===== src/hw/rtl/cddo_pkg.sv =====
`timescale 1ns / 1ps
// ----------------------------------------------------------------------------
// cddo_pkg: shared types and calendar helpers
// Date record type, year range constants and the small calendar tables
// (month length, days before a month, days before a year).
// ----------------------------------------------------------------------------
package cddo_pkg;

    localparam int unsigned YEAR_FIRST   = 1900;
    localparam int unsigned YEAR_LAST    = 2099;
    localparam int unsigned YEAR_DEFAULT = 2000;
    localparam int unsigned SERIAL_MAX   = 73049;

    // Years are carried internally as an offset from the first year.
    localparam logic [7:0] YOFS_LAST    = 8'(YEAR_LAST - YEAR_FIRST);
    localparam logic [7:0] YOFS_DEFAULT = 8'(YEAR_DEFAULT - YEAR_FIRST);

    localparam logic [3:0] MONTH_JAN = 4'd1;
    localparam logic [3:0] MONTH_FEB = 4'd2;
    localparam logic [3:0] MONTH_APR = 4'd4;
    localparam logic [3:0] MONTH_JUN = 4'd6;
    localparam logic [3:0] MONTH_SEP = 4'd9;
    localparam logic [3:0] MONTH_NOV = 4'd11;
    localparam logic [3:0] MONTH_DEC = 4'd12;

    typedef struct packed {
        logic [7:0] yofs;
        logic [3:0] month;
        logic [4:0] day;
    } t_date;

    // Inside the supported range every year divisible by four is a leap year,
    // except the first one; the year 2000 is divisible by 400.
    function automatic logic f_is_leap(input logic [7:0] yofs);
        return (yofs[1:0] == 2'b00) && (yofs != 8'd0);
    endfunction

    function automatic logic [4:0] f_month_len(input logic [3:0] m, input logic leap);
        logic [4:0] len;
        case (m)
            MONTH_FEB: len = leap ? 5'd29 : 5'd28;
            MONTH_APR, MONTH_JUN, MONTH_SEP, MONTH_NOV: len = 5'd30;
            default: len = 5'd31;
        endcase
        return len;
    endfunction

    function automatic logic [8:0] f_year_len(input logic [7:0] yofs);
        return f_is_leap(yofs) ? 9'd366 : 9'd365;
    endfunction

    // Days in the year before the first of month m.
    function automatic logic [8:0] f_month_start(input logic [3:0] m, input logic leap);
        logic [8:0] base;
        case (m)
            4'd1:    base = 9'd0;
            4'd2:    base = 9'd31;
            4'd3:    base = 9'd59;
            4'd4:    base = 9'd90;
            4'd5:    base = 9'd120;
            4'd6:    base = 9'd151;
            4'd7:    base = 9'd181;
            4'd8:    base = 9'd212;
            4'd9:    base = 9'd243;
            4'd10:   base = 9'd273;
            4'd11:   base = 9'd304;
            4'd12:   base = 9'd334;
            default: base = 9'd0;
        endcase
        return (leap && (m > MONTH_FEB)) ? base + 9'd1 : base;
    endfunction

    // Days from the first day of the range to the first day of the year.
    function automatic logic [16:0] f_year_start(input logic [7:0] yofs);
        logic [16:0] base;
        logic [16:0] leaps;
        base  = 17'(yofs) * 17'd365;
        leaps = (yofs == 8'd0) ? 17'd0 : 17'((yofs - 8'd1) >> 2);
        return base + leaps;
    endfunction

endpackage


===== src/hw/rtl/cddo_sanitize.sv =====
`timescale 1ns / 1ps
// ----------------------------------------------------------------------------
// cddo_sanitize: date sanitizer
// Replaces an out-of-range year, month or day by its default and returns the
// date with the year as an offset from the first supported year.
// ----------------------------------------------------------------------------
module cddo_sanitize import cddo_pkg::*; (
    input  logic [11:0] i_year,
    input  logic [3:0]  i_month,
    input  logic [5:0]  i_day,
    output t_date       o_date
);

    logic [7:0] w_yofs;
    logic [3:0] w_month;
    logic [4:0] w_len;

    always_comb begin
        if ((i_year < 12'(YEAR_FIRST)) || (i_year > 12'(YEAR_LAST))) begin
            w_yofs = YOFS_DEFAULT;
        end else begin
            w_yofs = 8'(i_year - 12'(YEAR_FIRST));
        end

        if ((i_month == 4'd0) || (i_month > MONTH_DEC)) begin
            w_month = MONTH_JAN;
        end else begin
            w_month = i_month;
        end

        // The day is judged against the already sanitized year and month.
        w_len = f_month_len(w_month, f_is_leap(w_yofs));

        o_date.yofs  = w_yofs;
        o_date.month = w_month;
        if ((i_day == 6'd0) || (i_day > {1'b0, w_len})) begin
            o_date.day = 5'd1;
        end else begin
            o_date.day = i_day[4:0];
        end
    end

endmodule


===== src/hw/rtl/calendar_date_day_offset.sv =====
`timescale 1ns / 1ps
// ----------------------------------------------------------------------------
// calendar_date_day_offset: Gregorian date offset, serial and compare
// Sanitizes two dates, numbers date A, adds a signed day offset to it and
// converts the result back to a date, and compares A with B.
// ----------------------------------------------------------------------------
// The block takes one input word holding two dates A and B (years 1900 to
// 2099) and a signed day offset, and returns one output word. Out-of-range
// fields are replaced: a year becomes 2000, a month becomes January, and a
// day that does not exist in its month becomes the first. The output gives
// the serial day number of A (1900-01-01 is day 1, 2099-12-31 is day 73049),
// the date lying the offset after A, the difference A minus B in days with
// less and equal flags, and a saturated flag when A plus the offset left the
// supported range, in which case the result is the nearest end of the range.
// After acceptance, seven fixed steps compute both serial numbers, the
// difference, the sum and the clamp, then the conversion back subtracts one
// whole year per cycle (up to 199 years) and one month per cycle (up to 11
// months) before the result is posted. All additions and subtractions of
// day counts run through a single shared 19-bit add/subtract unit. The
// input side is ready only while the sequencer is idle; a finished word
// sits in the output register, so the next input word may be accepted while
// the previous result still waits to be taken.
// ----------------------------------------------------------------------------
module calendar_date_day_offset import cddo_pkg::*; (
    input  logic               i_clk,
    input  logic               i_rst_n,
    // Input channel
    input  logic               i_valid,
    output logic               o_ready,
    input  logic [11:0]        i_year_a,
    input  logic [3:0]         i_month_a,
    input  logic [5:0]         i_day_a,
    input  logic [11:0]        i_year_b,
    input  logic [3:0]         i_month_b,
    input  logic [5:0]         i_day_b,
    input  logic signed [17:0] i_offset_days,
    // Output channel
    output logic               o_valid,
    input  logic               i_ready,
    output logic [11:0]        o_result_year,
    output logic [3:0]         o_result_month,
    output logic [4:0]         o_result_day,
    output logic [16:0]        o_serial_a,
    output logic signed [17:0] o_difference,
    output logic               o_a_less,
    output logic               o_a_equal,
    output logic               o_saturated
);

    // Sequencer states.
    localparam logic [3:0] S_IDLE = 4'd0;
    localparam logic [3:0] S_SA1  = 4'd1;   // year start plus month start of A
    localparam logic [3:0] S_SA2  = 4'd2;   // add day of A
    localparam logic [3:0] S_SB1  = 4'd3;   // year start plus month start of B
    localparam logic [3:0] S_SB2  = 4'd4;   // add day of B
    localparam logic [3:0] S_DIF  = 4'd5;   // serial A minus serial B
    localparam logic [3:0] S_OFF  = 4'd6;   // serial A plus offset
    localparam logic [3:0] S_CLMP = 4'd7;   // clamp to the supported range
    localparam logic [3:0] S_YEAR = 4'd8;   // strip whole years
    localparam logic [3:0] S_MON  = 4'd9;   // strip whole months
    localparam logic [3:0] S_DONE = 4'd10;  // post the result

    localparam logic signed [18:0] ACC_MAX = 19'(SERIAL_MAX);
    localparam logic signed [18:0] ACC_MIN = 19'sd1;

    logic [3:0]         r_state, n_state;

    // Sanitized operands, captured on acceptance.
    t_date              w_date_a, w_date_b;
    t_date              r_date_a, r_date_b;
    logic signed [17:0] r_off;

    // Working registers.
    logic signed [18:0] r_acc;
    logic [16:0]        r_sa;
    logic [16:0]        r_sb;
    logic signed [17:0] r_diff;
    logic               r_less;
    logic               r_equal;
    logic               r_sat;
    logic [7:0]         r_yr;
    logic [3:0]         r_mo;

    // Output register.
    logic               r_out_valid;
    logic [11:0]        r_out_year;
    logic [3:0]         r_out_month;
    logic [4:0]         r_out_day;
    logic [16:0]        r_out_serial;
    logic signed [17:0] r_out_diff;
    logic               r_out_less;
    logic               r_out_equal;
    logic               r_out_sat;

    // Shared add/subtract unit.
    logic signed [18:0] w_op_a, w_op_b, w_sum;
    logic               w_sub;
    logic               w_sum_pos;

    logic               w_accept;
    logic               w_post;

    cddo_sanitize u_san_a (
        .i_year  (i_year_a),
        .i_month (i_month_a),
        .i_day   (i_day_a),
        .o_date  (w_date_a)
    );

    cddo_sanitize u_san_b (
        .i_year  (i_year_b),
        .i_month (i_month_b),
        .i_day   (i_day_b),
        .o_date  (w_date_b)
    );

    // No word is taken while reset is held.
    assign o_ready  = i_rst_n && (r_state == S_IDLE);
    assign w_accept = i_valid && o_ready;
    // A result moves to the output register once that register is free.
    assign w_post   = (r_state == S_DONE) && (!r_out_valid || i_ready);

    // Operand selection for the shared unit.
    always_comb begin
        w_op_a = r_acc;
        w_op_b = '0;
        w_sub  = 1'b0;
        case (r_state)
            S_SA1: begin
                w_op_a = 19'(f_year_start(r_date_a.yofs));
                w_op_b = 19'(f_month_start(r_date_a.month, f_is_leap(r_date_a.yofs)));
            end
            S_SA2: begin
                w_op_b = 19'(r_date_a.day);
            end
            S_SB1: begin
                w_op_a = 19'(f_year_start(r_date_b.yofs));
                w_op_b = 19'(f_month_start(r_date_b.month, f_is_leap(r_date_b.yofs)));
            end
            S_SB2: begin
                w_op_b = 19'(r_date_b.day);
            end
            S_DIF: begin
                w_op_a = 19'(r_sa);
                w_op_b = 19'(r_sb);
                w_sub  = 1'b1;
            end
            S_OFF: begin
                w_op_a = 19'(r_sa);
                w_op_b = {r_off[17], r_off};
            end
            S_YEAR: begin
                w_op_b = 19'(f_year_len(r_yr));
                w_sub  = 1'b1;
            end
            S_MON: begin
                w_op_b = 19'(f_month_len(r_mo, f_is_leap(r_yr)));
                w_sub  = 1'b1;
            end
            default: begin
                w_op_b = '0;
            end
        endcase
    end

    assign w_sum     = w_sub ? (w_op_a - w_op_b) : (w_op_a + w_op_b);
    assign w_sum_pos = !w_sum[18] && (w_sum != 19'sd0);

    always_comb begin
        n_state = r_state;
        case (r_state)
            S_IDLE: begin
                if (w_accept) begin
                    n_state = S_SA1;
                end
            end
            S_SA1:  n_state = S_SA2;
            S_SA2:  n_state = S_SB1;
            S_SB1:  n_state = S_SB2;
            S_SB2:  n_state = S_DIF;
            S_DIF:  n_state = S_OFF;
            S_OFF:  n_state = S_CLMP;
            S_CLMP: n_state = S_YEAR;
            S_YEAR: begin
                if (!(w_sum_pos && (r_yr < YOFS_LAST))) begin
                    n_state = S_MON;
                end
            end
            S_MON: begin
                if (!(w_sum_pos && (r_mo < MONTH_DEC))) begin
                    n_state = S_DONE;
                end
            end
            S_DONE: begin
                if (w_post) begin
                    n_state = S_IDLE;
                end
            end
            default: n_state = S_IDLE;
        endcase
    end

    always_ff @(posedge i_clk) begin
        if (!i_rst_n) begin
            r_state     <= S_IDLE;
            r_out_valid <= 1'b0;
        end else begin
            r_state <= n_state;
            if (w_post) begin
                r_out_valid <= 1'b1;
            end else if (i_ready) begin
                r_out_valid <= 1'b0;
            end
        end
    end

    // Datapath registers.
    always_ff @(posedge i_clk) begin
        if (w_accept) begin
            r_date_a <= w_date_a;
            r_date_b <= w_date_b;
            r_off    <= i_offset_days;
        end

        case (r_state)
            S_SA1, S_SB1: begin
                r_acc <= w_sum;
            end
            S_SA2: begin
                r_sa <= w_sum[16:0];
            end
            S_SB2: begin
                r_sb <= w_sum[16:0];
            end
            S_DIF: begin
                r_diff  <= w_sum[17:0];
                r_less  <= w_sum[18];
                r_equal <= (w_sum == 19'sd0);
            end
            S_OFF: begin
                r_acc <= w_sum;
            end
            S_CLMP: begin
                r_yr <= 8'd0;
                r_mo <= MONTH_JAN;
                if (r_acc < ACC_MIN) begin
                    r_acc <= ACC_MIN;
                    r_sat <= 1'b1;
                end else if (r_acc > ACC_MAX) begin
                    r_acc <= ACC_MAX;
                    r_sat <= 1'b1;
                end else begin
                    r_sat <= 1'b0;
                end
            end
            S_YEAR: begin
                if (w_sum_pos && (r_yr < YOFS_LAST)) begin
                    r_acc <= w_sum;
                    r_yr  <= r_yr + 8'd1;
                end
            end
            S_MON: begin
                if (w_sum_pos && (r_mo < MONTH_DEC)) begin
                    r_acc <= w_sum;
                    r_mo  <= r_mo + 4'd1;
                end
            end
            default: begin
                r_acc <= r_acc;
            end
        endcase

        if (w_post) begin
            r_out_year   <= 12'(YEAR_FIRST) + 12'(r_yr);
            r_out_month  <= r_mo;
            r_out_day    <= r_acc[4:0];
            r_out_serial <= r_sa;
            r_out_diff   <= r_diff;
            r_out_less   <= r_less;
            r_out_equal  <= r_equal;
            r_out_sat    <= r_sat;
        end
    end

    assign o_valid        = r_out_valid;
    assign o_result_year  = r_out_year;
    assign o_result_month = r_out_month;
    assign o_result_day   = r_out_day;
    assign o_serial_a     = r_out_serial;
    assign o_difference   = r_out_diff;
    assign o_a_less       = r_out_less;
    assign o_a_equal      = r_out_equal;
    assign o_saturated    = r_out_sat;

    // The result year and month lie inside the supported range and the day is not zero.
    a_result_range: assert property (@(posedge i_clk) disable iff (!i_rst_n)
        o_valid |-> (o_result_year >= 12'(YEAR_FIRST)) && (o_result_year <= 12'(YEAR_LAST))
                    && (o_result_month >= MONTH_JAN) && (o_result_month <= MONTH_DEC)
                    && (o_result_day != 5'd0))
        else $error("result date out of range");

    // Compare flags agree with the difference.
    a_flags: assert property (@(posedge i_clk) disable iff (!i_rst_n)
        o_valid |-> !(o_a_less && o_a_equal) && (o_a_equal == (o_difference == 18'sd0))
                    && (o_a_less == o_difference[17]))
        else $error("compare flags disagree with difference");

    // A clamped result is one of the two ends of the range.
    a_sat_ends: assert property (@(posedge i_clk) disable iff (!i_rst_n)
        (o_valid && o_saturated) |->
            ((o_result_year == 12'(YEAR_FIRST)) && (o_result_month == MONTH_JAN)
             && (o_result_day == 5'd1))
            || ((o_result_year == 12'(YEAR_LAST)) && (o_result_month == MONTH_DEC)
             && (o_result_day == 5'd31)))
        else $error("saturated result is not a range end");

    // Accepting a word starts the sequencer, which then is busy.
    a_busy: assert property (@(posedge i_clk) disable iff (!i_rst_n)
        (i_valid && o_ready) |=> !o_ready)
        else $error("input accepted while sequencer busy");

endmodule

===== config.mk =====
export PLATFORM = sky130hd
export DESIGN_NAME = calendar_date_day_offset
export DESIGN_NICKNAME = d
export VERILOG_FILES = /design/src/hw/rtl/cddo_pkg.sv /design/src/hw/rtl/cddo_sanitize.sv /design/src/hw/rtl/calendar_date_day_offset.sv
export SDC_FILE = /design/constraint.sdc
export NUM_CORES = 1
export LEC_CHECK = 0
export BUFFER_PORTS_ARGS = -buffer_cell sky130_fd_sc_hd__buf_2
export CAP_MARGIN = 20
export CORE_AREA = 2 2 233 235
export DETAILED_ROUTE_END_ITERATION = 8
export DIE_AREA = 0 0 235 237
export SYNTH_ARGS = -nofsm -noshare
export SYNTH_HDL_FRONTEND = slang
export SYNTH_HIERARCHICAL = 1
export SYNTH_SLANG_ARGS = --single-unit

===== constraint.sdc =====
create_clock -name i_clk -period 16.44 [get_ports i_clk]
set_input_delay 1.644 -clock i_clk [delete_from_list [all_inputs] [get_ports i_clk]]
set_output_delay 1.644 -clock i_clk [all_outputs]
set_load 0.01 [all_outputs]

# Yosys cells after proc, flatten, opt, wreduce, memory -nomap -nowiden
# Memories as Yosys holds them, arrays and structs flattened. A register that Yosys moved wholly into a read port is not among the register bits.
# Index checks and enable logic that the tools add are counted.
# op_classes
n_mul	2
mux	40
n_eq_ne	32
order_cmp	14
n_reduce_logical	55
addsub	13
# ops
operator	count
$pmux 19 s8	1
$mux 19	5
$pmux 19 s4	1
$pmux 19 s3	1
$pmux 4 s11	1
$eq 4x3->1 const B	10
$reduce_bool 8->1	5
$eq 4x4->1 const B	9
$mux 4	9
$mux 9	4
$add 17x15->17	2
$mul 8x9->17 const B	2
$mux 15	2
$gt 12x12->1 const B	2
$lt 12x11->1 const B	2
$mux 8	3
$eq 4x2->1 const B	5
$pmux 5 s2	2
$add 19x19->19	1
$gt 19x18->1 const B	1
$logic_not 19->1	1
$lt 19x2->1 const B	1
$reduce_bool 19->1	1
$sub 19x19->19	1
other kinds (33)	84
# word_totals
romBits	288
output_inout_bits	61
register_bits	202
mem_count	2
in_bits	66
# mem_list
memory	depth	word_bits	rd	rd_clocked_by_memory_dff	wr	line	text
(no name shown)	16	9	1	1	0	cddo_pkg.sv:55	case (m)
(no name shown)	16	9	1	1	0	cddo_pkg.sv:55	

# Logic depth before layout (Yosys ltp)
# logic_depth
depth_word	12
ltp_mapped	35
ltp_nobuf	35

# Cells and area by module
# Netlist, hierarchy kept.
# modules_own_cells
module	seq_area_each_um2	area_per_inst_um2	cells_each	n_inst
calendar_date_day_offset	6376.1	14950.6	1358	1
cddo_sanitize	0.0	434.2	64	2

# Worst setup path after synthesis
# No wires, ideal clock.
# synth_path
path_type	reg2reg
from	reg r_date_b[9] (netlist name)
to	reg r_acc[0] (enable)
path_stages_with_launch	35
setup_ns	0.288
setup_slack_ns	8.111
path_buffers	0
arrival_time_ns	8.041
cell_sequence	edfxtp_1 -> inv_1 -> ha_1 -> and4bb_2 -> and2_1 -> o21bai_1 -> fa_1 -> inv_1 -> ha_1 -> ha_1 -> inv_1 -> fa_1 -> inv_1 -> ha_1 -> fa_1 -> a21oi_1 -> nor2_1 -> nor2_1 -> o21bai_1 -> a21oi_1 -> o21bai_1 -> a21oi_1 -> xnor2_1 -> a222oi_1 -> o21ai_0 -> ha_1 -> nand2_1 -> or4_1 -> a31o_2 -> nand2_2 -> xor2_4 -> or4_1 -> or4_1 -> o41a_1 -> o21ba_2
# synth_via
elab_chain_len	12
# synth_rtl
item	line	text
from (decl)	calendar_date_day_offset.sv:70	t_date r_date_a, r_date_b;
from (signal assigned)	calendar_date_day_offset.sv:221	r_date_b <= w_date_b;
parallel branches: the longest is 6 deep, another holds $add 19x19->19	-	
$mux 19 *	calendar_date_day_offset.sv:166	assign w_sum = w_sub ? (w_op_a - w_op_b) : (w_op_a + w_op_b);
net w_sum[13]	calendar_date_day_offset.sv:96	logic signed [18:0] w_op_a, w_op_b, w_sum;
$reduce_bool 19->1 *	calendar_date_day_offset.sv:167	assign w_sum_pos = !w_sum[18] && (w_sum != 19'sd0);
$logic_and 1x1->1 *	calendar_date_day_offset.sv:167	
$logic_and 1x1->1, on equally long branches	calendar_date_day_offset.sv:263, calendar_date_day_offset.sv:257	
$ne 2x2->1 (no source line)	-	
$reduce_and 4->1 (no source line) *	-	
to (signal assigned)	calendar_date_day_offset.sv:258	r_acc <= w_sum;
to (signal assigned)	calendar_date_day_offset.sv:264	r_acc <= w_sum;
to (signal assigned)	calendar_date_day_offset.sv:269	r_acc <= r_acc;
to (decl)	calendar_date_day_offset.sv:74	logic signed [18:0] r_acc;
# Mark *: on every way through the listed nets, which the timed path passes.
# A chain may end at the register's enable or synchronous reset.

# Worst setup path in the final report
# layout_path
from	reg r_date_b[9] (netlist name)
to	reg r_acc[8] (enable)
# The elaborated chain is that of the path after synthesis.

==> flow_summary.yaml <==
clock_network:
  h-tree-depth: 1
  tritoncts: "yes"
  cts_sinks: 220
  post_cts_buffers: 0
  cts_made_buffers: 26
  root_buffer: "clkbuf_16"
  clock_latency_ns: 0.56
  path_clk_slew_ns: 0.06
  clock_path_buffers: 3
  cts_hold_buf: 0
  cts_resized: 0
synthesis:
  synth_edf_count: 197
  synth_area_sq_mm: 0.0158
  ys_seq_area_share_pct: 40.3
  synth_ff_type: "edfxtp_1"
  synth_top_area_cell: "edfxtp_1"
  synth_cells: 1486
  yosysTopAreaCellShare_pct: 37.4
  yosysWarnings: 6
  synth_cell_type_count: 89
  ys_seq_elements: 220
  async_reset_ff_share_pct: 0
  synthTopCellsByArea: "edfxtp_1 (37%), ha_1 (12%), fa_1 (8.7%)"
  syn_avg_cell_area_sq_um: 10.6
cells_and_area:
  fillers: 5338
  antennaDiodeCount: 0
  drive_gt1_share_pct: 13.9
  final_nets: 1918
  area_delta_synth_final_pct: 14.6
  final_cells: 2347
floorplan:
  die-area_sq_mm: 0.0557
  start_util_pct: 29.7
  core_region_area_sq_mm: 0.0533
  io_pins: 127
  rows: 85
  die_h_um: 237
  die_width_um: 235
global_route:
  grt_overflow: 0
  grt_pass1_vias: 11600
  grt_first_pass_wirelength_um: 65700
  antenna_found_initial: 0
  track_usage_pct: 14.9
  grt_max_degree: 60
route:
  dr.pass1.iters: 7
  wl_per_cell_um: 18.0
  ant_nets: 0
  vias: 11400
  drc: 0
  drt-initial-drc-count: 857
  viasPerCell: 4.88
  drt_wl_total_um: 42200
power_and_ir_drop:
  power.leakage_nw: 7.55
  cellPowerDensity_mw_per_mm2: 188
  ir_drop_v: 0.000103
timing:
  finalSetupViolCount: 0
  rsz0062_at_grt: "false"
  finalHoldViolCount: 0
  min_period_ns: 9.14
  finalWorstSetupSlack_ns: 7.30
  maxClockFrequency_ghz: 0.109
  setup_tns_ns: 0
  drv_slew: 0
  slew_headroom_pct: 21.9
  tightestPinTransition_ns: 1.17
  fin_crit_sh_pct: 55.6
  skew_ns: 0.0136
setup_path:
  r2r_cells: 34
  cp.arrival_ns: 9.39
  r2r_start: "r_date_b[9]"
  start_kind: "register"
  reg2reg_slack_ns: 7.30
  crit_slowest_cell: "edfxtp_1"
  endpoint_kind: "register"
  slowest_delay_ns: 0.54
  path_class: "reg -> reg"
  rr_endpoint: "r_acc[8]"
  crit_required_ns: 16.69
  critPathMaxFanout: 19
  crit_path_frequent_cell: "ha_1"
placement:
  io_buffers: 126
  post-place-ws_ns: 7.36
  gp_congestion: 0.875
  dp_hpwl_um: 33900
  dp.cells: 2297
hold_path:
  hold_path_startpoint: "r_diff[6]"
  hold_path.class: "reg -> reg"
  worstHoldEndpoint: "o_difference[6]"
  holdPathStages: 0
flow_run:
  drv_cap: 0
run_status:
  status: "finished, final reports clean"
layout by cell type, fill, tap and decap left out, types with 17 or more instances in the layout:
cell       instances
inv_1            211
edfxtp_1         197
ha_1             152
buf_2            126
nand2_1          106
nor2_1            84
fa_1              69
o21ai_0           66
a21oi_1           57
xnor2_1           52
xor2_1            29
clkbuf_16         26
nand3_1           24
nand2b_1          23
mux2i_1           23
dfxtp_1           23
nor3_1            22
and2_1            21
and3_1            17
report_power, final:
part	total (W)	switching, W	internal, W
combinational	0.00193	0.00124	0.000691
sequential	0.000957	0.0000834	0.000874
clock	0.000527	0.000237	0.000291
total	0.00341	0.00156	0.00186
registers in the layout, indices dropped and copies added, names as in the netlist, 4 cells and up, named ones only:
| name | count |
|---|---|
| r_date_a | 17 |
| o_serial_a | 17 |
| r_off | 18 |
| r_yr | 8 |
| o_result_day | 5 |
| o_result_year | 12 |
| o_difference | 18 |
| r_acc | 19 |
| r_mo | 4 |
| r_sb | 17 |
| r_date_b | 17 |
| r_sa | 17 |
| r_diff | 18 |
| o_result_month | 4 |
| r_state | 4 |
layout make-up:
| class | count | area [sq um] | area share (%) |
|---|---|---|---|
| tap | 696 | 871 | 4.80 |
| clock inverter | 20 | 123 | 0.676 |
| multi-input combinational | 1033 | 8580 | 47.3 |
| clock buffer | 28 | 658 | 3.63 |
| inverter | 212 | 796 | 4.39 |
| sequential | 220 | 6380 | 35.2 |
| timing repair buffer | 138 | 721 | 3.98 |
metrics by stage:
step	utilization (%)	power (W)	hold WS (ns)	cell area (sq um)
floorplan	-	0.00229	0.400	15900
global placement	32.5	0.00286	0.406	17300
detailed placement	32.5	0.00288	0.405	17300
CTS	34.0	0.00342	0.419	18100
global route	34.0	0.00366	0.421	18100
finish	34.0	0.00341	0.417	18100
worst max-delay path: cells and delay by family, from the launching register on:
kind | cells | cell delay (ns)
AO/OA/AOI/OAI | 11 | 2.54
AND/OR/NAND/NOR | 9 | 2.37
adder cells (fa/ha/maj) | 8 | 2.92
XOR/XNOR | 2 | 0.19
flip-flops | 1 | 0.54
buffers and inverters | 4 | 0.27
cell usage after synthesis, types with 16 or more instances:
library cell and instances:
nand2b_1 23, nand2_1 106, xnor2_1 52, and2_1 21
nand3_1 24, o21ai_0 66, a21oi_1 57, inv_1 212
ha_1 152, mux2i_1 23, nor2_1 84, nor2b_1 16
fa_1 69, and3_1 17, nor3_1 25, xor2_1 29
dfxtp_1 23, edfxtp_1 197, clkbuf_1 25
cells by family (layout without fill, tap and decap cells):
group	count (synthesis)	after routing	synth area share, %
fa+ha+maj	221	221	20.8
simple gates	392	392	13.2
flops	220	220	40.3
compound gates	294	294	13.2
other cells	2	16	0.0475
buf+inv	247	398	5.96
xor+xnor	82	82	4.66
mux	28	28	1.81
per-layer routing:
layer	up-vias	GRT usage [%]	wire length, um
met2	298	25.4	19800
met5	-	0	0
met4	0	4.41	1140
li1	5553	-	-
met1	5531	19.8	18900
met3	66	2.09	2280
how the worst max path moves through the flow:
stage	end	slack, ns	start
5_1_grt	r_acc[17]	6.67	r_date_b[9]
3_3_place_gp	r_acc[13]	7.54	r_date_b[9]
3_5_place_dp	r_acc[17]	7.36	r_date_b[9]
4_1_cts	r_acc[17]	7.32	r_date_b[9]
2_1_floorplan	r_acc[0]	8.11	r_date_b[9]
6_report	r_acc[8]	7.30	r_date_b[9]
Note: power is estimated with default switching activity, not from simulation.
